--- config.mk ---
export PLATFORM = sky130hd
export DESIGN_NAME = eci_sqrt
export DESIGN_NICKNAME = d
export VERILOG_FILES = /design/src/hdl/eci_pkg.sv /design/src/hdl/eci_sqrt.sv
export SDC_FILE = /design/constraint.sdc
export NUM_CORES = 2
export LEC_CHECK = 0
export BUFFER_PORTS_ARGS = -buffer_cell sky130_fd_sc_hd__buf_2
export CORE_MARGIN = 3
export CORE_UTILIZATION = 55
export CTS_CLUSTER_DIAMETER = 200
export DETAILED_ROUTE_END_ITERATION = 7
export GPL_TIMING_DRIVEN = 0
export PLACE_DENSITY = 0.72
export SLEW_MARGIN = 20
export SYNTH_ARGS = -nofsm -noshare
export SYNTH_HDL_FRONTEND = slang
export SYNTH_SLANG_ARGS = --single-unit
--- constraint.sdc ---
create_clock -name clk -period 10.2 [get_ports clk]
set_input_delay 2.04 -clock clk [delete_from_list [all_inputs] [get_ports clk]]
set_output_delay 2.04 -clock clk [all_outputs]
set_load 0.01 [all_outputs]
--- src/hdl/eci_pkg.sv ---
// Shared types, constants and arithmetic helpers for the easing-curve interpolator.
package eci_pkg;

  localparam int QF = 28;
  localparam int QW = 34;
  localparam int PW = 2 * QW;
  localparam int PROGRESS_FRAC_BITS_DEF = 15;

  localparam int SQ_STEPS  = 29;
  localparam int SQ_STAGES = (SQ_STEPS + 1) / 2;
  localparam int SQW       = 58;
  localparam int PIPE_DEPTH = 3 + 5 + SQ_STAGES + 3;

  typedef logic signed [QW-1:0] q_t;
  typedef logic signed [PW-1:0] prod_t;

  localparam q_t QONE = q_t'(1) <<< QF;
  localparam q_t HALF = QONE >>> 1;
  localparam q_t Q2   = QONE * 2;
  localparam q_t Q4   = QONE * 4;
  localparam q_t Q6   = QONE * 6;
  localparam q_t Q8   = QONE * 8;
  localparam q_t Q9   = QONE * 9;
  localparam q_t Q10  = QONE * 10;
  localparam q_t Q21  = QONE * 21;
  localparam q_t OFS_3_4   = (QONE >>> 2) * 3;
  localparam q_t OFS_15_16 = (QONE >>> 4) * 15;
  localparam q_t OFS_63_64 = (QONE >>> 6) * 63;

  localparam logic [63:0] C1_RAW = ((64'd170158 << QF) + 64'd50000) / 64'd100000;
  localparam logic [63:0] C2_RAW = ((64'd259490950 << QF) + 64'd50000000) / 64'd100000000;
  localparam q_t C1  = q_t'(C1_RAW);
  localparam q_t C2  = q_t'(C2_RAW);
  localparam q_t C3  = C1 + QONE;
  localparam q_t C2P = C2 + QONE;

  localparam logic [1:0] REG_KIND = 2'd0;
  localparam logic [1:0] REG_DIR  = 2'd1;

  typedef enum logic [2:0] {
    K_BACK   = 3'd0,
    K_BOUNCE = 3'd1,
    K_CIRC   = 3'd2,
    K_QUINT  = 3'd3,
    K_CUBIC  = 3'd4
  } kind_t;

  typedef enum logic [1:0] {
    D_IN    = 2'd0,
    D_OUT   = 2'd1,
    D_INOUT = 2'd2
  } dir_t;

  typedef struct packed {
    kind_t              kind;
    dir_t               dir;
    logic               lo;
    logic signed [31:0] sval;
    logic signed [32:0] diff;
  } side_t;

  typedef struct packed {
    side_t side;
    q_t    f;
  } item_t;

  typedef struct packed {
    logic [SQW-1:0] v;
    logic [SQW-1:0] res;
  } sq_t;

  // round to nearest, ties away from zero, dropping n fraction bits
  function automatic prod_t rnd(input prod_t x, input int n);
    logic [PW-1:0] m;
    logic [PW-1:0] one;
    one = {{(PW-1){1'b0}}, 1'b1};
    m = x[PW-1] ? -x : x;
    m = (m + (one << (n - 1))) >> n;
    return x[PW-1] ? -prod_t'(m) : prod_t'(m);
  endfunction

  function automatic q_t mulq(input q_t a, input q_t b);
    prod_t p;
    p = a * b;
    return q_t'(rnd(p, QF));
  endfunction

  function automatic q_t halfq(input q_t a);
    return q_t'(rnd(prod_t'(a), 1));
  endfunction

  // one restoring square-root step, bit weight 4^(SQ_STEPS-1-i)
  function automatic sq_t sq_step(input sq_t s, input int i);
    logic [SQW-1:0] b;
    sq_t o;
    b = {{(SQW-1){1'b0}}, 1'b1} << (2 * (SQ_STEPS - 1) - 2 * i);
    o = s;
    if (s.v >= s.res + b) begin
      o.v   = s.v - (s.res + b);
      o.res = (s.res >> 1) + b;
    end else begin
      o.res = s.res >> 1;
    end
    return o;
  endfunction

endpackage

--- src/hdl/eci_sqrt.sv ---
// Pipelined restoring square root, two result bits per stage (one in the last), with sideband.
module eci_sqrt (
  input  logic            clk,
  input  logic            rst,
  input  logic            in_valid,
  input  eci_pkg::item_t  in_item,
  input  eci_pkg::q_t     in_rad,
  output logic            out_valid,
  output eci_pkg::item_t  out_item,
  output eci_pkg::q_t     out_root
);
  import eci_pkg::*;

  logic  vld [SQ_STAGES];
  item_t itm [SQ_STAGES];
  sq_t   st  [SQ_STAGES];

  for (genvar j = 0; j < SQ_STAGES; j++) begin : g_stage
    sq_t   s_in, s_out;
    logic  v_in;
    item_t i_in;

    if (j == 0) begin : g_first
      // radicand scaled so the root lands in Q1.28
      assign s_in.v   = {{(SQW-QF-1){1'b0}}, in_rad[QF:0]} << QF;
      assign s_in.res = '0;
      assign v_in     = in_valid;
      assign i_in     = in_item;
    end else begin : g_rest
      assign s_in = st[j-1];
      assign v_in = vld[j-1];
      assign i_in = itm[j-1];
    end

    always_comb begin
      s_out = sq_step(s_in, 2 * j);
      if (2 * j + 1 < SQ_STEPS) begin
        s_out = sq_step(s_out, 2 * j + 1);
      end
    end

    always_ff @(posedge clk) begin
      if (rst) begin
        vld[j] <= 1'b0;
      end else begin
        vld[j] <= v_in;
      end
    end

    always_ff @(posedge clk) begin
      st[j]  <= s_out;
      itm[j] <= i_in;
    end
  end

  assign out_valid = vld[SQ_STAGES-1];
  assign out_item  = itm[SQ_STAGES-1];
  assign out_root  = q_t'(st[SQ_STAGES-1].res[QW-1:0]);

endmodule

# Word level (Yosys, flattened, before mapping)
# Memory sizes are Yosys's and may differ from the RTL's.
# Cells that the tools add are included.
# word_totals
reg_bits	0
mem_bits_rw	3330
inputBits	142
out_inout_bits	140
wordCells	208
n_memories	3
# memory_table
name	words	width	read_ports	rd_clocked_by_memory_dff	wr	line_no	rtl
st	15	116	15	0	15	eci_sqrt.sv:16	sq_t st [SQ_STAGES];
itm	15	105	15	0	15	eci_sqrt.sv:15	item_t itm [SQ_STAGES];
vld	15	1	15	0	15	eci_sqrt.sv:14	logic vld [SQ_STAGES];
# op_classes
add_sub_neg	85
n_lt_le_gt_ge	29
mux	76
bitwise_logic	15
# ops
op	n
58-bit two-way mux	57
58-bit greater-or-equal comparator	28
58-bit subtractor	28
57-bit by 1-bit adder with 58-bit output, second input constant	1
57-bit by 11-bit adder with 58-bit output, second input constant	1
57-bit by 13-bit adder with 58-bit output, second input constant	1
57-bit by 15-bit adder with 58-bit output, second input constant	1
57-bit by 17-bit adder with 58-bit output, second input constant	1
57-bit by 19-bit adder with 58-bit output, second input constant	1
57-bit by 21-bit adder with 58-bit output, second input constant	1
57-bit by 23-bit adder with 58-bit output, second input constant	1
57-bit by 25-bit adder with 58-bit output, second input constant	1
57-bit by 27-bit adder with 58-bit output, second input constant	1
57-bit by 29-bit adder with 58-bit output, second input constant	1
57-bit by 3-bit adder with 58-bit output, second input constant	1
57-bit by 31-bit adder with 58-bit output, second input constant	1
57-bit by 33-bit adder with 58-bit output, second input constant	1
57-bit by 35-bit adder with 58-bit output, second input constant	1
57-bit by 37-bit adder with 58-bit output, second input constant	1
57-bit by 39-bit adder with 58-bit output, second input constant	1
57-bit by 41-bit adder with 58-bit output, second input constant	1
57-bit by 43-bit adder with 58-bit output, second input constant	1
57-bit by 45-bit adder with 58-bit output, second input constant	1
57-bit by 47-bit adder with 58-bit output, second input constant	1
other kinds (40)	71

# Depth between registers and ports, before layout
# An unclocked memory read counts as a cell.
# depth
ltp_word	7
ltp_mapped	30
mapped_depth_nobuf	27

# Least setup slack after synthesis
# Ideal clock, no wire load.
# synth_timing
path_kind	reg2reg
start	memory st[1][226] in the netlist's numbering
end	memory st[1][322] in the netlist's numbering
setup_time_ps	131
arrival_time_ps	7166
required_time_ps	10069
path_slack_ps	2903
stages_incl_launch_ff	25
n_path_buf	5
synth_period_minus_slack_ps	7297
path_cell_list	dfxtp_1 or4_1 or4_1 or4b_1 nor4_1 o21a_1 clkbuf_1 buf_1 nand2_1 nand2_1 ha_1 a21o_1 a21oi_1 o21bai_1 a2111oi_0 o21ai_0 a31o_2 a2111oi_0 o2111a_1 nand2b_1 clkbuf_1 nor4_1 buf_2 clkbuf_1 o21ai_0
# synth_lines
item	line_no
from (decl)	eci_sqrt.sv:16

==> summary.md <==
| Metric | Value |
|---|---|
| Status | finished clean |
| Post-synth top area share | 58.0% |
| I/O Buffers | 271 |
| Register area share after synthesis | 58.0% |
| I/O pins | 282 |
| 1st-pass router iterations | 6 |
| Synthesized flop and latch total | 2340 |
| Post-Route WL | 168 mm |
| CP max stage delay | 740 ps |
| Worst-Skew Late Latency | 830 ps |
| CTS sink cnt | 2340 |
| Root buf cell | clkbuf_16 |
| Die area | 152000 µm² |
| Critical-path maximum fanout | 11 |
| Starting density of the core | 55.4% |
| Die height | 389 µm |
| Commonest cells after routing, fill and taps aside | dfxtp_1, nand2_1, nor2_1 |
| Number of synthesized flops with an enable pin | 0 |
| Initial antenna violation count | 5 |
| Final hold vios | 0 |
| Max Slew Vio Count | 0 |
| CTS tree | done |
| Post-cts resize count | 0 |
| Fraction of registers with async set or reset after synthesis | 0% |
| Peak VDD IR | 0.000183 V |
| Global-route wire length before repair | 271 mm |
| Min-delay worst type | register to register |
| Pwr dens | 298 nW/µm² |
| Avg WL per Cell | 16.7 µm |
| R2R setup slack | 610 ps |
| Post-synth top area cell | dfxtp_1 |
| GRT Overall Usage | 21.8% |
| Layout Nets | 8567 |
| Core Area | 146000 µm² |
| Leakage | 40.5 nW |
| DRT iter0 DRCs | 2625 |
| Fraction of layout cells with a size suffix above 1 | 10.2% |
| RD Place Congestion | 0.928 |
| Gate Count Post-Synth | 7496 |
| Worst-Margin Slew | 1100 ps |
| Crit start category | register |
| Relative slew slack | 25.9% |
| Vias in the first global route | 53300 |
| CP max stage cell | o41ai_1 |
| Final antenna-violating net count | 0 |
| # hold bufs at CTS | 0 |
| Area grow syn2layout | 13.9% |
| TNS Setup | 0 ps |
| Most common cell after layout, fill and taps aside | dfxtp_1 |
| Cell area after synthesis | 80800 µm² |
| Ys flop type | dfxtp_1 |
| Period utilization | 94.0% |
| CP required | 10870 ps |
| Type of the worst setup path | register to register |
| CTS H-Tree Depth | 4 |
| Grt total ovfl | 0 |
| Synth area leaders | dfxtp_1, ha_1, xnor2_1, a21oi_1, xor2_1 |
| Period minus WS final | 9590 ps |
| # Max-Cap Violations | 0 |
| CP Data Arrival Time | 10260 ps |
| Largest net degree at the start of global routing | 22 |
| TritonCTS Buffers | 209 |
| Yosys cell types | 95 |
| Vias post-DR | 53300 |
| Clock Skews | 77.4 ps |
| Reg clk slew, reported paths | 60 ps |
| Vias per Instance | 5.29 |
| Avg Cell Area, Syn | 10.8 µm² |
| Hpwl dp | 126 mm |
| Total Power | 27.5 mW |
| Fill count | 11500 |
| RSZ-0062 raised after global routing | false |
| Residual DRC | 0 |
| Die width | 389 µm |
| Row count | 140 |
| CP Capture Type | register |
| Synth warn | 0 |
| Max Clk Rate | 104 MHz |
| Clk buf depth | 3 |
| Final setup fails | 0 |
| Postcts setup bufs | 0 |
==> worst max-delay path: cells and delay by family, from the launching register on <==
family	cells	cell delay, ps
buf+inv	9	2390
compound gates	8	3190
fa+ha+maj	2	660
flops	1	360
simple gates	8	2550
mux	1	300
==> report_power, final <==
group	switching, mW	internal [mW]	total, mW
logic	4.75	3.46	8.20
clock network	3.39	4.75	8.14
registers	0.795	10.3	11.1
==> synthesized netlist by cell type, types with 151 or more instances <==
library cell  number
nor2_1           479
xnor2_1          357
ha_1             433
a21oi_1          427
dfxtp_1         2340
nand2_1          494
xor2_1           243
nand3_1          153
nor3_1           151
o21ai_0          281
inv_1            361
a21o_1           160
==> layout make-up <==
type | instances | area (µm²) | area share (%)
inverters | 368 | 1380 | 1.50
multi-input cells | 4644 | 32000 | 34.7
clock buffers | 277 | 5850 | 6.35
clock inverters | 103 | 1630 | 1.78
repair buffers | 272 | 1360 | 1.48
diodes | 1 | 2.50 | 0.00272
flip-flops and latches | 2340 | 46800 | 50.9
plain buffers | 148 | 598 | 0.650
well taps | 1917 | 2400 | 2.61
==> cells by family (layout without fill, tap and decap cells) <==
kind of cell | after synthesis | after routing | share of synthesized area [%]
flip-flops | 2340 | 2340 | 58.0
AND/OR/NAND/NOR | 2054 | 2054 | 13.0
AO/OA/AOI/OAI | 1417 | 1417 | 11.3
XOR/XNOR | 602 | 602 | 6.54
buffers and inverters | 516 | 1168 | 2.45
adder cells (fa/ha/maj) | 442 | 442 | 6.93
multiplexers | 124 | 124 | 1.79
other | 1 | 6 | 0.00464
==> path summary, 6_finish.rpt <==
kind / start / endpoint / cells after the start
hold reg to reg: itm[13][0]$_DFF_P_ / itm[14][0]$_DFF_P_ / 0
hold / removal: itm[13][0]$_DFF_P_ / itm[14][0]$_DFF_P_ / 0
setup / recovery: st[1][495]$_DFF_P_ / st[1][666]$_DFF_P_ / 28
setup reg to reg: st[1][495]$_DFF_P_ / st[1][666]$_DFF_P_ / 28
==> metal layers <==
layer  wire length (µm)  global-route usage [%]  up-vias
li1                   -                       -    27100
met1              72600                    26.3    24700
met2              83400                    39.5     1161
met3               6250                    3.09      364
met4               5740                    8.21        0
met5                  0                       0        -
==> metrics by stage <==
stage | hold slack [ps] | utilization (%) | area, µm² | worst slack, ps | instances
CTS | 246 | 63.2 | 92000 | 549 | 10100
finish | 260 | 63.2 | 92100 | 608 | 10100
floorplan | 310 | - | 80800 | 2900 | 7500
global placement | 309 | 58.0 | 84600 | 582 | 9688
global route | 249 | 63.2 | 92100 | 15.0 | 10100
detailed placement | 312 | 58.0 | 84600 | 641 | 9689
==> flip-flops by register name (all words and copies together) (netlist names) <==
register / count
vld: 15
itm: 1575
st: 750
No activity file was read; power rests on OpenSTA's default activity.
