--- config.mk ---
export PLATFORM = sky130hd
export DESIGN_NAME = eci_blend
export DESIGN_NICKNAME = d
export VERILOG_FILES = /design/src/hdl/eci_pkg.sv /design/src/hdl/eci_blend.sv
export SDC_FILE = /design/constraint.sdc
export NUM_CORES = 2
export LEC_CHECK = 0
export BUFFER_PORTS_ARGS = -buffer_cell sky130_fd_sc_hd__buf_2
export CORE_ASPECT_RATIO = 1.4
export CORE_MARGIN = 2
export CORE_UTILIZATION = 50
export DETAILED_ROUTE_END_ITERATION = 16
export PLACE_DENSITY_LB_ADDON = 0.2
export SYNTH_ARGS = -nofsm -noshare
export SYNTH_HDL_FRONTEND = slang
export SYNTH_SLANG_ARGS = --single-unit
--- constraint.sdc ---
create_clock -name clk -period 23.2 [get_ports clk]
set_clock_uncertainty 0.15 [all_clocks]
set_input_delay 3.48 -clock clk [delete_from_list [all_inputs] [get_ports clk]]
set_output_delay 3.48 -clock clk [all_outputs]
set_load 0.01 [all_outputs]
--- src/hdl/eci_pkg.sv ---
// Shared types, constants and arithmetic helpers for the easing-curve interpolator.
package eci_pkg;

  localparam int QF = 28;
  localparam int QW = 34;
  localparam int PW = 2 * QW;
  localparam int PROGRESS_FRAC_BITS_DEF = 15;

  localparam int SQ_STEPS  = 29;
  localparam int SQ_STAGES = (SQ_STEPS + 1) / 2;
  localparam int SQW       = 58;
  localparam int PIPE_DEPTH = 3 + 5 + SQ_STAGES + 3;

  typedef logic signed [QW-1:0] q_t;
  typedef logic signed [PW-1:0] prod_t;

  localparam q_t QONE = q_t'(1) <<< QF;
  localparam q_t HALF = QONE >>> 1;
  localparam q_t Q2   = QONE * 2;
  localparam q_t Q4   = QONE * 4;
  localparam q_t Q6   = QONE * 6;
  localparam q_t Q8   = QONE * 8;
  localparam q_t Q9   = QONE * 9;
  localparam q_t Q10  = QONE * 10;
  localparam q_t Q21  = QONE * 21;
  localparam q_t OFS_3_4   = (QONE >>> 2) * 3;
  localparam q_t OFS_15_16 = (QONE >>> 4) * 15;
  localparam q_t OFS_63_64 = (QONE >>> 6) * 63;

  localparam logic [63:0] C1_RAW = ((64'd170158 << QF) + 64'd50000) / 64'd100000;
  localparam logic [63:0] C2_RAW = ((64'd259490950 << QF) + 64'd50000000) / 64'd100000000;
  localparam q_t C1  = q_t'(C1_RAW);
  localparam q_t C2  = q_t'(C2_RAW);
  localparam q_t C3  = C1 + QONE;
  localparam q_t C2P = C2 + QONE;

  localparam logic [1:0] REG_KIND = 2'd0;
  localparam logic [1:0] REG_DIR  = 2'd1;

  typedef enum logic [2:0] {
    K_BACK   = 3'd0,
    K_BOUNCE = 3'd1,
    K_CIRC   = 3'd2,
    K_QUINT  = 3'd3,
    K_CUBIC  = 3'd4
  } kind_t;

  typedef enum logic [1:0] {
    D_IN    = 2'd0,
    D_OUT   = 2'd1,
    D_INOUT = 2'd2
  } dir_t;

  typedef struct packed {
    kind_t              kind;
    dir_t               dir;
    logic               lo;
    logic signed [31:0] sval;
    logic signed [32:0] diff;
  } side_t;

  typedef struct packed {
    side_t side;
    q_t    f;
  } item_t;

  typedef struct packed {
    logic [SQW-1:0] v;
    logic [SQW-1:0] res;
  } sq_t;

  // round to nearest, ties away from zero, dropping n fraction bits
  function automatic prod_t rnd(input prod_t x, input int n);
    logic [PW-1:0] m;
    logic [PW-1:0] one;
    one = {{(PW-1){1'b0}}, 1'b1};
    m = x[PW-1] ? -x : x;
    m = (m + (one << (n - 1))) >> n;
    return x[PW-1] ? -prod_t'(m) : prod_t'(m);
  endfunction

  function automatic q_t mulq(input q_t a, input q_t b);
    prod_t p;
    p = a * b;
    return q_t'(rnd(p, QF));
  endfunction

  function automatic q_t halfq(input q_t a);
    return q_t'(rnd(prod_t'(a), 1));
  endfunction

  // one restoring square-root step, bit weight 4^(SQ_STEPS-1-i)
  function automatic sq_t sq_step(input sq_t s, input int i);
    logic [SQW-1:0] b;
    sq_t o;
    b = {{(SQW-1){1'b0}}, 1'b1} << (2 * (SQ_STEPS - 1) - 2 * i);
    o = s;
    if (s.v >= s.res + b) begin
      o.v   = s.v - (s.res + b);
      o.res = (s.res >> 1) + b;
    end else begin
      o.res = s.res >> 1;
    end
    return o;
  endfunction

endpackage

--- src/hdl/eci_blend.sv ---
// Circular finish, interpolation product, rounding and saturation.
module eci_blend (
  input  logic               clk,
  input  logic               rst,
  input  logic               in_valid,
  input  eci_pkg::item_t     in_item,
  input  eci_pkg::q_t        in_root,
  output logic               done,
  output logic signed [31:0] eased_value,
  output logic               saturated
);
  import eci_pkg::*;

  localparam logic signed [39:0] MAXV = 40'sd2147483647;
  localparam logic signed [39:0] MINV = -40'sd2147483648;

  logic               v1, v2;
  q_t                 f1;
  logic signed [31:0] s1, s2;
  logic signed [32:0] diff1;
  prod_t              prod2;

  q_t                 f_next;
  prod_t              rr;
  logic signed [39:0] r;

  always_comb begin
    if (in_item.side.kind == K_CIRC) begin
      case (in_item.side.dir)
        D_IN:    f_next = QONE - in_root;
        D_OUT:   f_next = in_root;
        default: f_next = in_item.side.lo ? halfq(QONE - in_root) : halfq(in_root + QONE);
      endcase
    end else begin
      f_next = in_item.f;
    end
  end

  always_ff @(posedge clk) begin
    if (rst) begin
      v1 <= 1'b0;
      v2 <= 1'b0;
      done <= 1'b0;
    end else begin
      v1 <= in_valid;
      v2 <= v1;
      done <= v2;
    end
  end

  always_ff @(posedge clk) begin
    f1    <= f_next;
    s1    <= in_item.side.sval;
    diff1 <= in_item.side.diff;
    s2    <= s1;
    prod2 <= diff1 * f1;
  end

  always_comb begin
    rr = rnd(prod2, QF);
    r  = 40'(s2) + 40'(rr);
  end

  always_ff @(posedge clk) begin
    if (r > MAXV) begin
      eased_value <= 32'sh7fffffff;
      saturated   <= 1'b1;
    end else if (r < MINV) begin
      eased_value <= 32'sh80000000;
      saturated   <= 1'b1;
    end else begin
      eased_value <= r[31:0];
      saturated   <= 1'b0;
    end
  end

endmodule

Word level (Yosys, flattened, before mapping)
Cells that the tools add are included.
{ "word_totals": {"register_bits": 234, "inputBits": 142, "out_inout_bits": 34, "wordCells": 39} }
{ "op_classes": {"addsub": 12, "mul": 1, "n_lt_le_gt_ge": 2, "eq_ne": 2, "muxes": 11, "reduce_logical": 1} }
{ "op_table": {"columns": ["operator", "count"], "rows": [
  ["$mux W34", 4],
  ["$add A35 B1 Y35 const B", 2],
  ["$mux W35", 2],
  ["$neg A34 Y35", 2],
  ["$add A68 B28 Y68 const B", 1],
  ["$mux W68", 1],
  ["$neg A34 Y34", 2],
  ["$neg A67 Y68", 1],
  ["$pmux W34 S2", 1],
  ["$mul A33 B34 Y67", 1],
  ["$add A32 B40 Y40", 1],
  ["$gt A40 B32 Y1 const B", 1],
  ["$lt A40 B32 Y1 const B", 1],
  ["$mux W40", 1],
  ["$neg A40 Y40", 1],
  ["$add A34 B30 Y34 const B", 1],
  ["$sub A30 B34 Y34 const A", 1],
  ["$mux W32", 1],
  ["$eq A3 B2 Y1 const B", 1],
  ["$eq A2 B1 Y1 const B", 1],
  ["$logic_not A2 Y1", 1],
  ["$mux W1", 1]
]} }

Longest topological paths before layout
{ "logic_depth": {"ltp_word": 9, "mapped_depth": 41, "mapped_depth_nobuf": 33} }

Least setup slack after synthesis
No wires, ideal clock.
{ "synth_timing": {"path_kind": "in2reg", "start": "in in_root[12]", "end": "reg f1[22]", "setup_ns": 0.059, "arrival_ns": 9.507, "required_time_ns": 22.991, "slack_ns": 13.485, "path_stages": 27, "path_buffers": 9, "cell_sequence": "buf_4 > or4_1 > buf_2 > nor4_4 > nand4_1 > nand3_2 > buf_4 > clkbuf_1 > clkbuf_1 > clkbuf_1 > clkbuf_1 > nor2_1 > xnor2_1 > ha_1 > buf_1 > and2_1 > a21oi_2 > or3_1 > buf_2 > nor3_1 > xnor2_1 > nor4b_2 > nand4_1 > mux2_2 > a311oi_1 > mux2_1 > nand2_1"} }
{ "synth_via": {"elab_chain_cells": 9, "word_cells_on_any_way": 15, "cone_classes": "add/sub (8); mux (7)"} }
{ "synth_lines": {"columns": ["element", "line", "source"], "rows": [
  ["start, declared", "eci_blend.sv:7", "input eci_pkg::q_t in_root,"],
  ["$add A34 B30 Y34 or $sub A30 B34 Y34 (tied branches)", "eci_blend.sv:32, eci_blend.sv:30", null],
  ["$neg A34 Y35", "eci_pkg.sv:77", "m = x[PW-1] ? -x : x;"],
  ["$mux W35", "eci_pkg.sv:77", null],
  ["$add A35 B1 Y35", "eci_pkg.sv:78", "m = (m + (one << (n - 1))) >> n;"],
  ["$neg A34 Y34", "eci_pkg.sv:79", "return x[PW-1] ? -prod_t'(m) : prod_t'(m);"],
  ["$mux W34", "eci_pkg.sv:79", null],
  ["$mux W34", "eci_blend.sv:32", "default: f_next = in_item.side.lo ? halfq(QONE - in_root) : halfq(in_root + QONE);"],
  ["$pmux W34 S2 *", "eci_blend.sv:29", "case (in_item.side.dir)"],
  ["$mux W34 *", "eci_blend.sv:28", "if (in_item.side.kind == K_CIRC) begin"],
  ["net f_next[22]", "eci_blend.sv:23", "q_t f_next;"],
  ["end signal, assigned", "eci_blend.sv:52", "f1 <= f_next;"],
  ["end, declared", "eci_blend.sv:18", "q_t f1;"]
]} }
The timed path passes the listed nets; every way through them passes the cells marked *.
A chain may end at the register's enable or synchronous reset.

Worst setup path after layout
{ "layout_timing": {"start": "reg f1[18]", "end": "reg prod2[63]"} }
{ "layout_via": {"elab_chain_cells": 1} }
{ "layout_lines": {"columns": ["element", "line", "source"], "rows": [
  ["$mul A33 B34 Y67", "eci_blend.sv:56", "prod2 <= diff1 * f1;"],
  ["end signal, assigned", "eci_blend.sv:56", null],
  ["end, declared", "eci_blend.sv:21", "prod_t prod2;"]
]} }
Every way passes these cells.

==> impl_results.md <==
- Area growth syn-to-layout: 5.014%
- Final slew viol count: 0
- Gr usage total: a little over 30%
- # IOs: roughly 180
- Drt first pass iters: 5
- Hold Crit Class: reg2reg
- Root Driver: clkbuf_16
- Tightest Pin Transition: between 1000 and 1500 ps
- Dpl hpwl: roughly 140 mm
- Final Routed Wirelength: 180.0 mm
- Final Hold Fails: 0
- Slowest Stage Delay on Critical Path: between 900 and 1000 ps
- XOR/XNOR share of the synthesized area: a little over 7%
- Adder and majority gate portion of the synthesized area: 46.27%
- Compound-gate portion of the synthesized area: under 10%
- Remaining DRCs: 0
- Clock sink total: approximately 230
- CTS buffer count: 28
- Slew headroom: 19.55%
- Number of port buffers: ~180
- Setup Buffers After CTS: 0
- Startpoint types: flop
- Antenna violations before repair: 1
- Hold Path Stages: 0
- Die height: roughly 410 um
- FFs w/ async S/R, synth: 0%
- Final worst-path setup slack: around 13000 ps
- Layout Cells excl Fill: between 8000 and 9000
- CTS HTree Levels: 1
- YS warnings: 0
- Yosys cell types: between 100 and 150
- CTS resizes: 0
- GRT overflow: 0
- Vias in the first global route: a little over 50000
- Post-DRT Antenna Nets: 0
- Combinational family with the most area after synthesis: adder cells
- Flip-flop and latch area: about 0.0047 mm2
- Routed wire per std cell: ~22 um
- Initial Util: around half
- CP Data Required Time: 23550 ps
- Fin nets: between 8000 and 9000
- 1st-iter DRT viols: ~3000
- Post-Syn Instances: 6708
- CTS max path bufs: 3
- Slowest-stage cell, CP: dfxtp_2
- Final period utilization: 44.28%
- Core Footprint: roughly 0.12 mm2
- Most common cell after layout, fill and taps aside: fa_1
- First-pass GRT wire length: between 200 and 300 mm
- Max_cap viols: 0
- Setup crit end kind: flop
- WP data arrival: between 10000 and 15000 ps
- CTS tree: yes
- Worst skew pair latency: 660 ps
- Avg Cell Area, Syn: 8.697 um2
- Post-layout utilization of the core: between 50% and 60%
- RSZ-0062 raised after global routing: no
- Pin count of the biggest net entering global routing: 74
- Cell area after synthesis: about 0.058 mm2
- Fillers: 10905
- Flops & latches, synth: ~230
- Setup-failing EPs final: 0
- Fmax: 0.09735 GHz
- DIE WIDTH: between 200 and 300 um
- # rows: 148
- Outcome: finished clean
- Syn nets: roughly 8300
- Setup WS pre-CTS: between 10000 and 15000 ps
- Mux cell area share after synthesis: 0.6541%
- Clock-pin slew on the worst setup and hold paths: 70 ps
- CP dominant cell by count: fa_1
- Reg2Reg Depth: 28
- Number of enable flip-flop cells after synthesis: 0
- Share of layout cells above drive strength 1: 7.119%
- Sequential share of the synthesized area: under 10%
- Simple-gate share of the synthesized area: 18.34%
- Area used by multi-input combinational logic: 0.04791 mm2
- Total vias in the final route: around 47000
- Dpl cells: 8093
- Die ar.: 0.1195 mm2
- Final setup TNS: 0 ps
- Period minus WS final: 10270 ps
- WS Path Type: reg2reg
- Most frequent cells in the layout: fa_1, inv_1, nand2_1
- Cts hold-fix bufs: 0
- Post-synth top flop: dfxtp_1
- GPL Wtd Cong: 0.9826
- DR vias/cell: 5.781
- Crit path max fanout: 33
==> area by class of cell <==
class	count	area share, %
sequential	234	7.667
clock inverter	21	0.4636
multi-input combinational	4968	78.21
antenna	2	0.008169
tap	1500	3.063
inverter	1131	6.929
timing repair buffer	260	2.471
clock buffer	30	1.189
==> through the flow <==
| stage | cell area [um2] | hold slack, ps |
|---|---|---|
| final | 61270 | 174.3 |
| after global routing | 61260 | 183.2 |
| after CTS | 61260 | 177.9 |
| after detailed placement | 60250 | 162.1 |
| after global placement | 60250 | 162.2 |
| after floorplan | 58340 | 159.6 |
==> worst max-delay path: cells and delay by family (launching register included) <==
family                     cells  cell delay (ps)
AOI/OAI and AO/OA             11             3470
DFF                            1              990
adders and majority gates      9             4430
and+or+nand+nor                4              730
xor gates and xnor gates       1              150
buffers and inverters          3              170
==> kinds of logic (layout without fill, tap and decap cells) <==
family	after synthesis	in the layout
and+or+nand+nor	2183	2183
AOI/OAI and AO/OA	832	832
other	0	2
adders and majority gates	1451	1451
muxes	37	37
DFF	234	234
buffers and inverters	1506	1442
xor gates and xnor gates	465	465
==> routing by layer <==
layer  track usage, %  vias to the layer above  part of all wire, %
li1                 -                    20792                    -
met1            35.10                    23759                   36
met2            56.09                     1980                   52
met3            3.413                      557                  5.9
met4            17.51                        0                  6.5
met5                0                        -                    0
==> sequential cells by signal (all words and copies together), names as in the netlist <==
register,cells
s2,32
s1,32
prod2,67
saturated,1
v2,1
f1,34
v1,1
eased_value,32
diff1,33
done,1
==> synth_stat cells, types with 28 or more instances <==
cell / number / area share, %
a21o_1: 64 / 0.82
a21oi_1: 198 / 1.7
a31oi_1: 49 / 0.53
and2_1: 301 / 3.2
and3_1: 32 / 0.34
buf_2: 32 / 0.27
clkbuf_1: 304 / 2.0
dfxtp_1: 234 / 8.0
fa_1: 1177 / 40
ha_1: 274 / 5.9
inv_1: 1128 / 7.3
mux2i_1: 28 / 0.48
nand2_1: 1037 / 6.7
nand2b_1: 59 / 0.63
nand3_1: 95 / 0.81
nand4_1: 46 / 0.49
nor2_1: 251 / 1.6
nor3_1: 102 / 0.88
nor4_1: 41 / 0.44
o21ai_0: 162 / 1.4
o21bai_1: 29 / 0.37
o31ai_1: 28 / 0.36
or2_2: 28 / 0.30
or3_1: 36 / 0.39
xnor2_1: 312 / 4.7
xor2_1: 149 / 2.2
==> path summary, 6_finish.rpt <==
kind / from / slack, ps / endpoint
max: f1[18]$_DFF_P_ / 12930 / prod2[63]$_DFF_P_
min: s1[20]$_DFF_P_ / 170 / s2[20]$_DFF_P_
max reg2reg: f1[18]$_DFF_P_ / 12930 / prod2[63]$_DFF_P_
min reg2reg: s1[20]$_DFF_P_ / 170 / s2[20]$_DFF_P_
Power is not shown: default switching activity piles up to over one toggle a cycle in this logic, so the estimate is an artifact.
