===== src/hdl/eci_pkg.sv =====
// Shared types, constants and arithmetic helpers for the easing-curve interpolator.
package eci_pkg;

  localparam int QF = 28;
  localparam int QW = 34;
  localparam int PW = 2 * QW;
  localparam int PROGRESS_FRAC_BITS_DEF = 15;

  localparam int SQ_STEPS  = 29;
  localparam int SQ_STAGES = (SQ_STEPS + 1) / 2;
  localparam int SQW       = 58;
  localparam int PIPE_DEPTH = 3 + 5 + SQ_STAGES + 3;

  typedef logic signed [QW-1:0] q_t;
  typedef logic signed [PW-1:0] prod_t;

  localparam q_t QONE = q_t'(1) <<< QF;
  localparam q_t HALF = QONE >>> 1;
  localparam q_t Q2   = QONE * 2;
  localparam q_t Q4   = QONE * 4;
  localparam q_t Q6   = QONE * 6;
  localparam q_t Q8   = QONE * 8;
  localparam q_t Q9   = QONE * 9;
  localparam q_t Q10  = QONE * 10;
  localparam q_t Q21  = QONE * 21;
  localparam q_t OFS_3_4   = (QONE >>> 2) * 3;
  localparam q_t OFS_15_16 = (QONE >>> 4) * 15;
  localparam q_t OFS_63_64 = (QONE >>> 6) * 63;

  localparam logic [63:0] C1_RAW = ((64'd170158 << QF) + 64'd50000) / 64'd100000;
  localparam logic [63:0] C2_RAW = ((64'd259490950 << QF) + 64'd50000000) / 64'd100000000;
  localparam q_t C1  = q_t'(C1_RAW);
  localparam q_t C2  = q_t'(C2_RAW);
  localparam q_t C3  = C1 + QONE;
  localparam q_t C2P = C2 + QONE;

  localparam logic [1:0] REG_KIND = 2'd0;
  localparam logic [1:0] REG_DIR  = 2'd1;

  typedef enum logic [2:0] {
    K_BACK   = 3'd0,
    K_BOUNCE = 3'd1,
    K_CIRC   = 3'd2,
    K_QUINT  = 3'd3,
    K_CUBIC  = 3'd4
  } kind_t;

  typedef enum logic [1:0] {
    D_IN    = 2'd0,
    D_OUT   = 2'd1,
    D_INOUT = 2'd2
  } dir_t;

  typedef struct packed {
    kind_t              kind;
    dir_t               dir;
    logic               lo;
    logic signed [31:0] sval;
    logic signed [32:0] diff;
  } side_t;

  typedef struct packed {
    side_t side;
    q_t    f;
  } item_t;

  typedef struct packed {
    logic [SQW-1:0] v;
    logic [SQW-1:0] res;
  } sq_t;

  // round to nearest, ties away from zero, dropping n fraction bits
  function automatic prod_t rnd(input prod_t x, input int n);
    logic [PW-1:0] m;
    logic [PW-1:0] one;
    one = {{(PW-1){1'b0}}, 1'b1};
    m = x[PW-1] ? -x : x;
    m = (m + (one << (n - 1))) >> n;
    return x[PW-1] ? -prod_t'(m) : prod_t'(m);
  endfunction

  function automatic q_t mulq(input q_t a, input q_t b);
    prod_t p;
    p = a * b;
    return q_t'(rnd(p, QF));
  endfunction

  function automatic q_t halfq(input q_t a);
    return q_t'(rnd(prod_t'(a), 1));
  endfunction

  // one restoring square-root step, bit weight 4^(SQ_STEPS-1-i)
  function automatic sq_t sq_step(input sq_t s, input int i);
    logic [SQW-1:0] b;
    sq_t o;
    b = {{(SQW-1){1'b0}}, 1'b1} << (2 * (SQ_STEPS - 1) - 2 * i);
    o = s;
    if (s.v >= s.res + b) begin
      o.v   = s.v - (s.res + b);
      o.res = (s.res >> 1) + b;
    end else begin
      o.res = s.res >> 1;
    end
    return o;
  endfunction

endpackage


===== src/hdl/eci_front.sv =====
// Front end: progress clipping, curve operand and bounce segment selection.
module eci_front #(
  parameter int PROGRESS_FRAC_BITS = eci_pkg::PROGRESS_FRAC_BITS_DEF
) (
  input  logic                clk,
  input  logic                rst,
  input  logic                in_valid,
  input  logic [15:0]         progress,
  input  logic signed [31:0]  start_value,
  input  logic signed [31:0]  end_value,
  input  eci_pkg::kind_t      kind,
  input  eci_pkg::dir_t       dir,
  output logic                out_valid,
  output eci_pkg::side_t      out_side,
  output eci_pkg::q_t         out_op,
  output logic [1:0]          out_zone
);
  import eci_pkg::*;

  logic               v1, v2;
  q_t                 t1;
  logic signed [31:0] s1, e1;
  kind_t              k1;
  dir_t               d1;
  side_t              side2;
  q_t                 op2;

  q_t    pe, onep, pc, t_next;
  logic  lo;
  q_t    op_next;
  q_t    x11, w_next;
  logic [1:0] zone_next;

  always_comb begin
    pe     = q_t'(progress);
    onep   = q_t'(1) <<< PROGRESS_FRAC_BITS;
    pc     = (pe > onep) ? onep : pe;
    t_next = pc <<< (QF - PROGRESS_FRAC_BITS);
  end

  always_ff @(posedge clk) begin
    if (rst) begin
      v1 <= 1'b0;
      v2 <= 1'b0;
      out_valid <= 1'b0;
    end else begin
      v1 <= in_valid;
      v2 <= v1;
      out_valid <= v2;
    end
  end

  always_ff @(posedge clk) begin
    t1 <= t_next;
    s1 <= start_value;
    e1 <= end_value;
    k1 <= kind;
    d1 <= dir;
  end

  always_comb begin
    lo = t1 < HALF;
    case (k1)
      K_BACK, K_CIRC: begin
        case (d1)
          D_IN:    op_next = t1;
          D_OUT:   op_next = t1 - QONE;
          default: op_next = lo ? (t1 <<< 1) :
                             ((k1 == K_BACK) ? (t1 <<< 1) - Q2 : Q2 - (t1 <<< 1));
        endcase
      end
      K_BOUNCE: begin
        // operand is the argument of the bounce-out curve
        case (d1)
          D_IN:    op_next = QONE - t1;
          D_OUT:   op_next = t1;
          default: op_next = lo ? QONE - (t1 <<< 1) : (t1 <<< 1) - QONE;
        endcase
      end
      default: begin
        case (d1)
          D_IN:    op_next = t1;
          D_OUT:   op_next = QONE - t1;
          default: op_next = lo ? t1 : Q2 - (t1 <<< 1);
        endcase
      end
    endcase
  end

  always_ff @(posedge clk) begin
    side2.kind <= k1;
    side2.dir  <= d1;
    side2.lo   <= lo;
    side2.sval <= s1;
    side2.diff <= {e1[31], e1} - {s1[31], s1};
    op2        <= op_next;
  end

  always_comb begin
    x11 = (op2 <<< 3) + (op2 <<< 1) + op2;
    if (side2.kind != K_BOUNCE) begin
      w_next = op2;
      zone_next = 2'd0;
    end else if (x11 < Q4) begin
      w_next = x11;
      zone_next = 2'd0;
    end else if (x11 < Q8) begin
      w_next = x11 - Q6;
      zone_next = 2'd1;
    end else if (x11 < Q10) begin
      w_next = x11 - Q9;
      zone_next = 2'd2;
    end else begin
      w_next = (x11 <<< 1) - Q21;
      zone_next = 2'd3;
    end
  end

  always_ff @(posedge clk) begin
    out_side <= side2;
    out_op   <= w_next;
    out_zone <= zone_next;
  end

endmodule


===== config.mk =====
export PLATFORM = sky130hd
export DESIGN_NAME = eci_front
export DESIGN_NICKNAME = d
export VERILOG_FILES = /design/src/hdl/eci_pkg.sv /design/src/hdl/eci_front.sv
export SDC_FILE = /design/constraint.sdc
export NUM_CORES = 1
export LEC_CHECK = 0
export ABC_AREA = 1
export BUFFER_PORTS_ARGS = -buffer_cell sky130_fd_sc_hd__buf_4
export CAP_MARGIN = 20
export CORE_MARGIN = 10
export CORE_UTILIZATION = 33
export DETAILED_ROUTE_END_ITERATION = 7
export PLACE_DENSITY = 0.6
export REMOVE_ABC_BUFFERS = 1
export SYNTH_ARGS = -nofsm -noshare
export SYNTH_HDL_FRONTEND = slang
export SYNTH_SLANG_ARGS = --single-unit

===== constraint.sdc =====
create_clock -name clk -period 3.1 [get_ports clk]
set_clock_uncertainty 0.2 [all_clocks]
set_input_delay 0.155 -clock clk [delete_from_list [all_inputs] [get_ports clk]]
set_output_delay 0.155 -clock clk [all_outputs]
set_load 0.05 [all_outputs]

# After elaboration in Yosys (flattened, before gate mapping)
# Index checks and enable logic that the tools add are counted.
# word_totals
regBits,305
input_bits,88
output_inout_bits,108
elab_cells,63
# op_classes
n_addsub,12
n_lt_le_gt_ge,5
eq_ne,4
mux,14
n_reduce_logical,5
# ops
cell,n
$mux 34,8
$pmux 34 s2,4
$add 34x34->34,2
$lt 34x33->1 const B,2
$sub 30x34->34 const A,2
$sub 34x30->34 const B,2
$lt 34x29->1 const B,1
$lt 34x32->1 const B,1
$sub 31x34->34 const A,1
$sub 34x31->34 const B,1
$sub 34x32->34 const B,1
$sub 34x33->34 const B,1
$sub 34x34->34 const B,1
$sub 32x32->33,1
$gt 16x16->1 const B,1
$reduce_or 2->1,2
$eq 3x1->1 const B,1
$eq 3x2->1 const B,1
$logic_not 3->1,1
$ne 3x1->1 const B,1
$reduce_or 3->1,1
$eq 2x1->1 const B,1
$logic_not 2->1,1
$mux 1,2

# Logic depth before layout (Yosys ltp)
# Gate-level depths: netlist (run 1).
# depth
word_depth,7
ltp_mapped,24
mapped_depth_nobuf,24

# Worst setup path before layout (run 1)
# Ideal clock, no wire load.
# synth_timing
kind,register -> register
from,register op2[16]
to,register out_op[32]
setup_ps,112
arrival_time_ps,2719
required_time_ps,2788
slack_ps,68
stages_incl_launch_ff,24
path_buffers,0
period_less_slack_ps,3032
cell_sequence,dfxtp_1 -> inv_1 -> fa_1 -> fa_1 -> inv_1 -> nand2_1 -> nand2_1 -> and2_1 -> nand2_1 -> nand3_1 -> nand2_1 -> nand2_1 -> ha_1 -> inv_1 -> nand2_1 -> nand3_1 -> nand2_1 -> nand2_1 -> nand3_1 -> nand2_1 -> nand2_1 -> nand2_1 -> nand2_1 -> nand2_1
# synth_between
elab_chain_cells,7
word_cells_on_any_way,12
classes_between,add/sub: 5; order compare: 3; mux: 4
# synth_rtl
item,line_no,rtl
"start, declared",eci_front.sv:26,q_t op2;
"start signal, assigned",eci_front.sv:96,op2 <= op_next;
$add 34x34->34,eci_front.sv:100,x11 = (op2 <<< 3) + (op2 <<< 1) + op2;
$add 34x34->34 *,eci_front.sv:100,
$sub 34x34->34 (tied with other cells),eci_front.sv:114,w_next = (x11 <<< 1) - Q21;
$mux 34,eci_front.sv:110,end else if (x11 < Q10) begin
$mux 34,eci_front.sv:107,end else if (x11 < Q8) begin
$mux 34 *,eci_front.sv:104,end else if (x11 < Q4) begin
$mux 34 *,eci_front.sv:101,if (side2.kind != K_BOUNCE) begin
named net w_next[32],eci_front.sv:31,"q_t x11, w_next;"
"end signal, assigned",eci_front.sv:121,out_op <= w_next;
"end, declared",eci_front.sv:15,"output eci_pkg::q_t out_op,"
# Mark *: on every way through the listed nets, which the timed path passes. The rest lies on a longest branch.
# A chain may end at the register's enable or synchronous reset.

# Worst setup path after layout (run 1)
# layout_timing
from,register op2[15]
to,register out_op[16]
# layout_between
elab_chain_cells,7
word_cells_on_any_way,12
classes_between,add/sub: 5; order compare: 3; mux: 4
# layout_rtl
item,line_no
$add 34x34->34,eci_front.sv:100
$add 34x34->34 *,eci_front.sv:100
$sub 34x33->34 / $lt 34x33->1 (equally long branches),"eci_front.sv:111, eci_front.sv:110"
$mux 34,eci_front.sv:110
$mux 34,eci_front.sv:107
$mux 34 *,eci_front.sv:104
$mux 34 *,eci_front.sv:101
named net w_next[16],eci_front.sv:31
# Marked as above.

==> impl_metrics.env, run 1 <==
export IMPL_status="complete, no violations"
export IMPL_critical_path_startpoint_type="flop"
export IMPL_io_buffers=182
export IMPL_path_cells="buf_6 -> fa_1 -> ha_4 -> nand2_1 -> nor2_1 -> nand2_1 -> nand2_2 -> nand2_4 -> nand2_2 -> nand2_2 -> nand2_4 -> nand2_2 -> nand2_2 -> nand2_4 -> nand2_8 -> buf_12 -> a21oi_1 -> o21ai_1 -> o21ai_1"
export IMPL_ir_drop_mv=0.5702
export IMPL_clk_latency_ns=0.56
export IMPL_place_area_mm2=0.01429
export IMPL_critPathRequiredTime_ns=3.33
export IMPL_worst_pin_slew_ns=0.8255
export IMPL_seq_area_frac_synth_pct=46.47
export IMPL_dieArea_mm2=0.04373
export IMPL_grt_pass1_vias=10656
export IMPL_fmax_mhz=328.9
export IMPL_min_path_type="in2reg"
export IMPL_grt_first_pass_wirelength_um=54590
export IMPL_grt_overflow_total=0
export IMPL_end_kind="flop"
export IMPL_hold_viol=0
export IMPL_drt_wl_total_um=34310
export IMPL_start_util_pct=33.35
export IMPL_vias=10609
export IMPL_synth_top_area_share_pct=46.47
export IMPL_fin_util_pct=48.11
export IMPL_grt_setup_unrepaired="true"
export IMPL_synth_seq_cells=274
export IMPL_htree_levels=1
export IMPL_fp_row_count=69
export IMPL_die_w_um=209.1
export IMPL_p_leak_nw=8.175
export IMPL_setup_viol=0
export IMPL_max_cap_violations=0
export IMPL_slowest_stage="fa_1"
export IMPL_design_core_area_mm2=0.03540
export IMPL_path_class="reg2reg"
export IMPL_syn_inst=1426
export IMPL_route_detailed_drc=0
export IMPL_period_share_pct=98.07
export IMPL_synth_most_common_cell="nand2_1"
export IMPL_clkTransAtPathRegs_ns=0.06
export IMPL_initialDrtViolationCount=631
export IMPL_ys_types=48
export IMPL_synth_area_top_cells="dfxtp_1 (46%), nand2_1 (9.5%), ha_1 (6.5%), inv_1 (6.4%), nand3_1 (3.4%)"
export IMPL_yosys_top_cells_count="nand2_1 (299), dfxtp_1 (274), inv_1 (202)"
export IMPL_grt_max_degree=24
export IMPL_viasPerCell=4.589
export IMPL_max_stage_delay_ns=0.48
export IMPL_crit_path_max_fanout=16
export IMPL_synth_edf_count=0
export IMPL_p_per_area_mw_per_mm2=894.6
export IMPL_cts_made_buffers=29
export IMPL_antenna_found_initial=6
export IMPL_synth_yosys_warnings=0
export IMPL_crit_top_cell="nand2_2"
export IMPL_fillCellCount=3330
export IMPL_syn_area_mm2=0.01180
export IMPL_slew_viol_final=0
export IMPL_firstDrtPassIters=6
export IMPL_cts_sinks=274
export IMPL_gp_congestion=0.9167
export IMPL_clockBufferDepth=3
export IMPL_track_usage_pct=14.99
export IMPL_dp_hpwl_um=26210
export IMPL_critPathTopFamily="simple AND/OR/NAND/NOR gates"
export IMPL_io_pins=196
export IMPL_fp_dieH_um=209.1
export IMPL_post_synth_top_area_cell="dfxtp_1"
export IMPL_area_delta_synth_final_pct=44.28
export IMPL_cts_root_buf="clkbuf_16"
export IMPL_ys_flop_type="dfxtp_1"
export IMPL_synth_async_reset_ratio_pct=0
export IMPL_fin_nets=1993
export IMPL_relSlewSlack_pct=44.91
export IMPL_final_layout_size_suffix_gt1_share_pct=27.61
export IMPL_arrival_ns=3.27
export IMPL_design_power_total_mw=15.24
export IMPL_synth_avg_cell_area_um2=8.278
export IMPL_min_period_ns=3.040
export IMPL_ant_nets=0
export IMPL_tritoncts="built"
export IMPL_wl_per_cell_um=14.84
export IMPL_finalInstanceArea_mm2=0.01703
export IMPL_worst_path_buf_inv=2
==> sequential cells by signal (all words and copies together), names as in the netlist, 3 cells and up <==
signal and cells:
t1 16, side2 71, k1 3, out_side 71
out_op 21, s1 32, e1 32, op2 21
==> routing by layer <==
metal | GRT usage [%] | routed length, um | vias to the layer above
met4 | 4.068 | 663 | 4
met3 | 4.831 | 2881 | 59
met1 | 17.59 | 14200 | 4831
met5 | 0 | 27 | -
met2 | 25.70 | 16540 | 331
li1 | - | - | 5384
==> placed cells by master (no fill, tap or decap), types with 10 or more instances in the layout <==
cell           instances
inv_1                187
nand3_2               12
a21oi_1               67
nor3_1                14
nand2_1              262
xor2_1                27
a221oi_1              11
xnor2_1               19
fa_1                  18
nand3_1               71
o22ai_1               13
dfxtp_1              258
conb_1                13
inv_2                 19
ha_1                  37
ha_4                  21
nand2_2               48
o21ai_0               54
nor2_1                99
clkbuf_16             29
nand2_4               15
dlygate4sd3_1         98
o211ai_1              12
o221ai_1              10
buf_4                287
==> area by class of cell <==
class | instances | area (um2) | share of cell area, %
inverter | 210 | 798.3 | 4.687
antenna | 4 | 10.01 | 0.05878
clock buffer | 36 | 812.0 | 4.768
clock inverter | 17 | 190.2 | 1.117
multi-input combinational | 918 | 5897 | 34.63
timing repair buffer | 392 | 3223 | 18.93
sequential | 274 | 5523 | 32.43
tap | 461 | 576.8 | 3.387
==> cell families (layout without fill, tap and decap cells) <==
group / count (synthesis) / count (layout) / share of synthesized area [%]
buffers and inverters: 246 / 655 / 8.544
adder cells (fa/ha/maj): 80 / 80 / 9.688
AO/OA/AOI/OAI: 220 / 220 / 11.21
AND/OR/NAND/NOR: 559 / 559 / 20.64
flip-flops: 274 / 274 / 46.47
other: 1 / 17 / 0.03177
XOR/XNOR: 46 / 46 / 3.413
==> through the flow <==
step	setup WS, ns	std cells	hold WS [ns]	TNS (ns)
final	0.05979	2312	0.03512	0
after global routing	-0.1404	2312	0.01156	-0.7219
after CTS	-0.01714	2290	0.002031	-0.02656
after detailed placement	-0.2167	2138	0.06048	-2.116
after global placement	-0.1781	2138	0.05922	-2.317
after floorplan	-0.03255	1402	-0.01728	-0.03255
==> timing repair <==
item                                    CTS  global route
hold buffers                             98             0
pin swaps                                 4            67
endpoints found under the hold margin    88             0
endpoints found under the setup margin   21            24
setup buffers                             1            18
gates resized for setup                  41           116
==> final timing paths <==
check | startpoint | to | slack [ns] | cells after the start
worst max-delay path | op2[15]$_DFF_P_ | out_op[16]$_DFF_P_ | 0.06 | 19
worst min-delay path | start_value[5] | s1[5]$_DFF_P_ | 0.04 | 2
worst max register to register | op2[15]$_DFF_P_ | out_op[16]$_DFF_P_ | 0.06 | 19
worst min register to register | side2[6]$_DFF_P_ | out_side[6]$_DFF_P_ | 0.13 | 0
==> where the power goes <==
| group | leakage (nW) | switching [mW] | internal [mW] |
|---|---|---|---|
| logic | 5.37 | 4.32 | 3.22 |
| clock network | 0.496 | 1.42 | 2.12 |
| registers | 2.31 | 0.192 | 3.97 |
No activity file was read; power rests on OpenSTA's default activity.
==> run 2: changes to the inputs <==
--- a/config.mk
+++ b/config.mk
@@ -12,7 +12,6 @@
 export CORE_UTILIZATION = 33
 export DETAILED_ROUTE_END_ITERATION = 7
 export PLACE_DENSITY = 0.6
-export REMOVE_ABC_BUFFERS = 1
 export SYNTH_ARGS = -nofsm -noshare
 export SYNTH_HDL_FRONTEND = slang
 export SYNTH_SLANG_ARGS = --single-unit
==> run 2 against run 1 <==
Net effect:
- the flow now finishes with violations (setup timing)
- sequential power hardly changed
- largest power group unchanged
- count of clock-buffer cells in the layout is 4 higher
- highest routed layer is now met4
- wire length is 6.1% higher
- total power is 5.0% higher
==> impl_metrics.env, run 2 (synthesized netlist as in run 1, its figures left out) <==
export IMPL_status="finished, violations left"
export IMPL_violations="setup timing"
export IMPL_htree_levels=1
export IMPL_crit_path_max_fanout=7
export IMPL_fmax_mhz=319.8
export IMPL_slew_viol_final=0
export IMPL_critical_path_startpoint_type="flop"
export IMPL_min_period_ns=3.127
export IMPL_top_regs="out_side: 71 flops, side2: 71 flops"
export IMPL_grt_max_degree=24
export IMPL_fillCellCount=3199
export IMPL_setup_ws_ns=-0.02730
export IMPL_route_detailed_drc=0
export IMPL_final_layout_size_suffix_gt1_share_pct=28.03
export IMPL_track_usage_pct=16.06
export IMPL_clkTransAtPathRegs_ns=0.07
export IMPL_fin_util_pct=49.16
export IMPL_antenna_found_initial=3
export IMPL_dp_hpwl_um=26000
export IMPL_path_class="reg2reg"
export IMPL_cts_root_buf="clkbuf_16"
export IMPL_design_core_area_mm2=0.03540
export IMPL_finalInstanceArea_mm2=0.01740
export IMPL_vias=10872
export IMPL_mostFrequentLayoutCell="buf_4"
export IMPL_place_area_mm2=0.01430
export IMPL_hold_viol=0
export IMPL_io_pins=196
export IMPL_period_share_pct=100.9
export IMPL_max_cap_violations=0
export IMPL_fp_row_count=69
export IMPL_tritoncts="built"
export IMPL_setup_viol=6
export IMPL_drt_wl_total_um=36380
export IMPL_start_util_pct=33.35
export IMPL_final_cell_mix="buf_4 (284), nand2_1 (260), dfxtp_1 (258)"
export IMPL_cts_sinks=274
export IMPL_cts_made_buffers=30
export IMPL_wl_per_cell_um=15.61
export IMPL_fin_nets=2010
export IMPL_io_buffers=182
export IMPL_p_per_area_mw_per_mm2=919.1
export IMPL_viasPerCell=4.664
export IMPL_clockBufferDepth=3
export IMPL_p_leak_nw=8.308
export IMPL_ir_drop_mv=0.5964
export IMPL_grt_setup_unrepaired="true"
export IMPL_dp_slack_ns=-0.2831
export IMPL_ant_nets=0
export IMPL_grt_overflow_total=0
export IMPL_area_delta_synth_final_pct=47.41
export IMPL_critPathRequiredTime_ns=3.36
export IMPL_end_kind="flop"
export IMPL_min_path_type="in2reg"
export IMPL_die_w_um=209.1
export IMPL_clk_latency_ns=0.57
export IMPL_grt_first_pass_wirelength_um=57990
export IMPL_relSlewSlack_pct=42.33
export IMPL_fp_dieH_um=209.1
export IMPL_dieArea_mm2=0.04373
export IMPL_arrival_ns=3.39
export IMPL_grt_pass1_vias=11256
export IMPL_worst_pin_slew_ns=0.8641
export IMPL_firstDrtPassIters=5
export IMPL_initialDrtViolationCount=681
export IMPL_gp_congestion=0.9416
-- run 2: cell count changes in the layout (fill, tap and decap cells not counted), sizes merged --
cell         before  now
clkbuf           36   41
dlygate4sd3      98  113
inv             213  214
bufinv            3    5
clkinv            9    5
-- run 2: layer usage --
layer / routed length (um) / global-route usage, % / part of all wire (%) / up-vias
li1: - / - / - / 5431
met1: 14700 / 18.64 / 40 / 5035
met2: 17760 / 27.48 / 49 / 335
met3: 2912 / 4.936 / 8.0 / 71
met4: 1005 / 5.433 / 2.8 / 0
met5: 0 / 0 / 0 / -
-- run 2: final timing paths --
path	cells after the start	slack (ns)	to	startpoint
worst min-delay path	2	0.03	e1[2]$_DFF_P_	end_value[2]
worst min register to register	0	0.12	out_side[32]$_DFF_P_	side2[32]$_DFF_P_
worst max-delay path	22	-0.03	out_op[32]$_DFF_P_	op2[26]$_DFF_P_
worst max register to register	22	-0.03	out_op[32]$_DFF_P_	op2[26]$_DFF_P_
-- run 2: repair_timing --
item,CTS,global route
hold buffers,113,0
gates resized for setup,51,123
cloned,0,1
setup buffers,7,11
endpoints found under the hold margin,88,0
pin swaps,11,67
endpoints found under the setup margin,21,23
-- run 2: through the flow --
stage          power [mW]    TNS, ns  instances  hold slack (ns)
6_report            15.99   -0.07425       2331          0.03054
5_1_grt             16.96     -1.372       2331         0.009111
4_1_cts             15.02  -0.006380       2315        0.0001743
3_5_place_dp        10.46     -2.186       2139          0.06047
3_3_place_gp        10.47     -2.423       2138          0.05928
2_1_floorplan       8.281          0       1438         -0.01728
-- run 2: power by group --
part	internal, mW	switching, mW	leakage (nW)	total (mW)
combinational	3.34	4.52	5.45	7.86
clock	2.43	1.54	0.550	3.97
sequential	3.97	0.200	2.31	4.17
-- run 2: cell type report --
type / instances / area (um2) / share of cell area, %
multi-input cells: 918 / 5954 / 34.22
diodes: 4 / 10.01 / 0.05753
inverters: 210 / 795.8 / 4.573
well taps: 461 / 576.8 / 3.315
flip-flops and latches: 274 / 5525 / 31.75
clock inverters: 16 / 250.2 / 1.438
repair buffers: 408 / 3410 / 19.59
clock buffers: 40 / 878.3 / 5.048
-- run 2: critical path, cell delays in order (launching register included) --
cell and delay (ns):
dfxtp_4 0.36, buf_6 0.12, fa_1 0.58, ha_4 0.24, nand2_4 0.09, inv_2 0.05, nand2_2 0.06, nand2_2 0.07
a21oi_4 0.20, nand2_4 0.08, nand2_4 0.10, nand2_8 0.09, ha_4 0.18, nand2_4 0.05, nand3_2 0.07, nand2_1 0.07
nand2_1 0.06, nand3_1 0.08, nand2_1 0.05, nand2_1 0.05, nand2_1 0.06, nand2_2 0.07, nand2_1 0.05
==> run 3: changes to the inputs <==
--- a/config.mk
+++ b/config.mk
@@ -9,9 +9,9 @@
 export BUFFER_PORTS_ARGS = -buffer_cell sky130_fd_sc_hd__buf_4
 export CAP_MARGIN = 20
 export CORE_MARGIN = 10
-export CORE_UTILIZATION = 33
+export CORE_UTILIZATION = 35
 export DETAILED_ROUTE_END_ITERATION = 7
-export PLACE_DENSITY = 0.6
+export PLACE_DENSITY = 0.63
 export SYNTH_ARGS = -nofsm -noshare
 export SYNTH_HDL_FRONTEND = slang
 export SYNTH_SLANG_ARGS = --single-unit
==> run 3 against run 2 <==
Net effect:
- the run still ends with setup timing left
- clock power fell by 14%
- first-iteration DRC count is 22% lower
- register-to-register slack gained 0.02 ns
- non-clock buffer count down 25
- critical path depth is 1 lower
- combinational power hardly changed
- maximum frequency rose by 0.60%
- total power decreased by 3.4%
- hold slack gained 0.0028 ns
- final cell count is 1.9% lower
- die area decreased by 5.2%
- global-route usage increased by 0.24 points
- largest cell class unchanged
- highest routed layer unchanged
==> impl_metrics.env, run 3 (synthesized netlist as in run 1, its figures left out) <==
export IMPL_status="finished, violations left"
export IMPL_violations="setup timing"
export IMPL_startpoint="op2[15]$_DFF_P_"
export IMPL_critPathRequiredTime_ns=3.39
export IMPL_multi_input_area_mm2=0.006007
export IMPL_final_cell_mix="buf_4 (286), dfxtp_1 (258), nand2_1 (252)"
export IMPL_grt_pass1_vias=11007
export IMPL_fin_util_pct=50.96
export IMPL_final_layout_size_suffix_gt1_share_pct=28.78
export IMPL_fillCellCount=3079
export IMPL_r2r_end="out_op[32]$_DFF_P_"
export IMPL_setup_viol=1
export IMPL_hold_viol=0
export IMPL_finalInstanceArea_mm2=0.01700
export IMPL_drt_wl_total_um=35230
export IMPL_crit_path_end="out_op[32]$_DFF_P_"
export IMPL_end_kind="flop"
export IMPL_dp_hpwl_um=25900
export IMPL_design_power_total_mw=15.44
export IMPL_p_per_area_mw_per_mm2=908.2
export IMPL_tritoncts="built"
export IMPL_ir_drop_mv=0.6773
export IMPL_antenna_found_initial=1
export IMPL_critical_path_startpoint_type="flop"
export IMPL_initialDrtViolationCount=533
export IMPL_seqCellArea_mm2=0.005528
export IMPL_vias=10704
export IMPL_grt_first_pass_wirelength_um=56010
export IMPL_fp_row_count=67
export IMPL_place_area_mm2=0.01430
export IMPL_io_buffers=182
export IMPL_io_pins=196
export IMPL_critPathTopFamily="simple AND/OR/NAND/NOR gates"
export IMPL_min_path_type="in2reg"
export IMPL_crit_cells=21
export IMPL_cts_made_buffers=29
export IMPL_clkTransAtPathRegs_ns=0.06
export IMPL_worst_path_buf_inv=2
export IMPL_max_stage_delay_ns=0.59
export IMPL_fp_dieH_um=203.6
export IMPL_crit_path_max_fanout=5
export IMPL_clk_latency_ns=0.56
export IMPL_ant_nets=0
export IMPL_r2r_start="op2[15]$_DFF_P_"
export IMPL_relSlewSlack_pct=47.03
export IMPL_start_util_pct=35.38
export IMPL_grt_max_degree=24
export IMPL_period_share_pct=100.3
export IMPL_fin_nets=1984
export IMPL_wl_per_cell_um=15.40
export IMPL_fin_hold_ws_ns=0.03336
export IMPL_gp_congestion=0.9233
export IMPL_viasPerCell=4.680
export IMPL_p_leak_nw=8.141
export IMPL_grt_setup_unrepaired="true"
export IMPL_max_cap_violations=0
export IMPL_slew_viol_final=0
export IMPL_path_cells="buf_6 -> fa_1 -> ha_4 -> or2_1 -> and2_4 -> nand2_2 -> nand3_1 -> nand2_2 -> nand2_2 -> ha_4 -> inv_1 -> nand2_2 -> nand3_1 -> nand2_1 -> nand2_1 -> nand3_1 -> nand2_1 -> nand2_1 -> nand2_1 -> nand2_1 -> nand2_1"
export IMPL_crit_top_cell="nand2_1"
export IMPL_track_usage_pct=16.30
export IMPL_cts_sinks=274
export IMPL_grt_overflow_total=0
export IMPL_design_core_area_mm2=0.03336
export IMPL_dieArea_mm2=0.04147
export IMPL_reg2reg_depth=21
export IMPL_slowest_stage="fa_1"
export IMPL_htree_levels=1
export IMPL_mostFrequentLayoutCell="buf_4"
export IMPL_route_detailed_drc=0
export IMPL_min_period_ns=3.109
export IMPL_path_class="reg2reg"
export IMPL_worst_pin_slew_ns=0.7937
export IMPL_firstDrtPassIters=5
export IMPL_area_delta_synth_final_pct=44.03
export IMPL_fmax_mhz=321.7
export IMPL_arrival_ns=3.40
export IMPL_top_regs="out_side: 71 flops, side2: 71 flops"
export IMPL_ff2ff_setup_slack_ns=-0.009
export IMPL_die_w_um=203.6
export IMPL_clockBufferDepth=3
export IMPL_setup_ws_ns=-0.008510
export IMPL_cts_root_buf="clkbuf_16"
run 3: cell types whose count changed in the layout (fill, tap and decap cells not counted), sizes merged:
| cell | change |
|---|---|
| inv | -1 |
| dlygate4sd3 | -26 |
| bufinv | -4 |
| diode | -3 |
| clkinv | +4 |
| buf | +1 |
| clkinvlp | -2 |
run 3: metal layers:
layer / wire, um / vias up / GRT usage [%]
li1: - / 5361 / -
met1: 14760 / 4948 / 19.51
met2: 16900 / 336 / 27.89
met3: 2814 / 59 / 4.855
met4: 754 / 0 / 4.210
met5: 0 / - / 0
run 3: layout make-up:
cell class	instances	area share, %
repair buffers	383	18.55
well taps	448	3.297
clock inverters	13	0.7507
inverters	210	4.681
diodes	1	0.01472
multi-input cells	918	35.33
flip-flops and latches	274	32.51
clock buffers	40	4.865
run 3: timing repair:
item	CTS	global route
pin swaps	23	62
setup buffers	5	10
setup endpoints to repair	22	22
gates resized for setup	62	128
hold buffers	87	0
endpoints found under the hold margin	88	0
gates cloned	0	1
run 3: stage by stage:
| step | setup slack, ns | TNS [ns] | cells |
|---|---|---|---|
| after floorplan | 0.06828 | 0 | 1438 |
| after global routing | -0.1760 | -1.046 | 2287 |
| after CTS | 0.01077 | 0 | 2274 |
| final | -0.008510 | -0.008510 | 2287 |
| after global placement | -0.1986 | -2.157 | 2129 |
| after detailed placement | -0.2353 | -2.627 | 2129 |
run 3: worst min path at each step:
stage / from / endpoint / slack, ns / cells after the start
floorplan: dir[0] / d1[0]$_DFF_P_ / -0.02 / 0
global placement: dir[1] / d1[1]$_DFF_P_ / 0.06 / 1
detailed placement: start_value[10] / s1[10]$_DFF_P_ / 0.06 / 1
CTS: start_value[2] / s1[2]$_DFF_P_ / 0.01 / 2
global route: start_value[7] / s1[7]$_DFF_P_ / 0.02 / 2
finish: start_value[9] / s1[9]$_DFF_P_ / 0.03 / 2
run 3: power breakdown:
group          internal (mW)  total, mW  leakage [nW]  switching (mW)
clock network           1.97       3.41         0.476            1.44
registers               3.97       4.17          2.31           0.201
logic                   3.34       7.87          5.35            4.52
total                   9.28       15.4          8.14            6.16
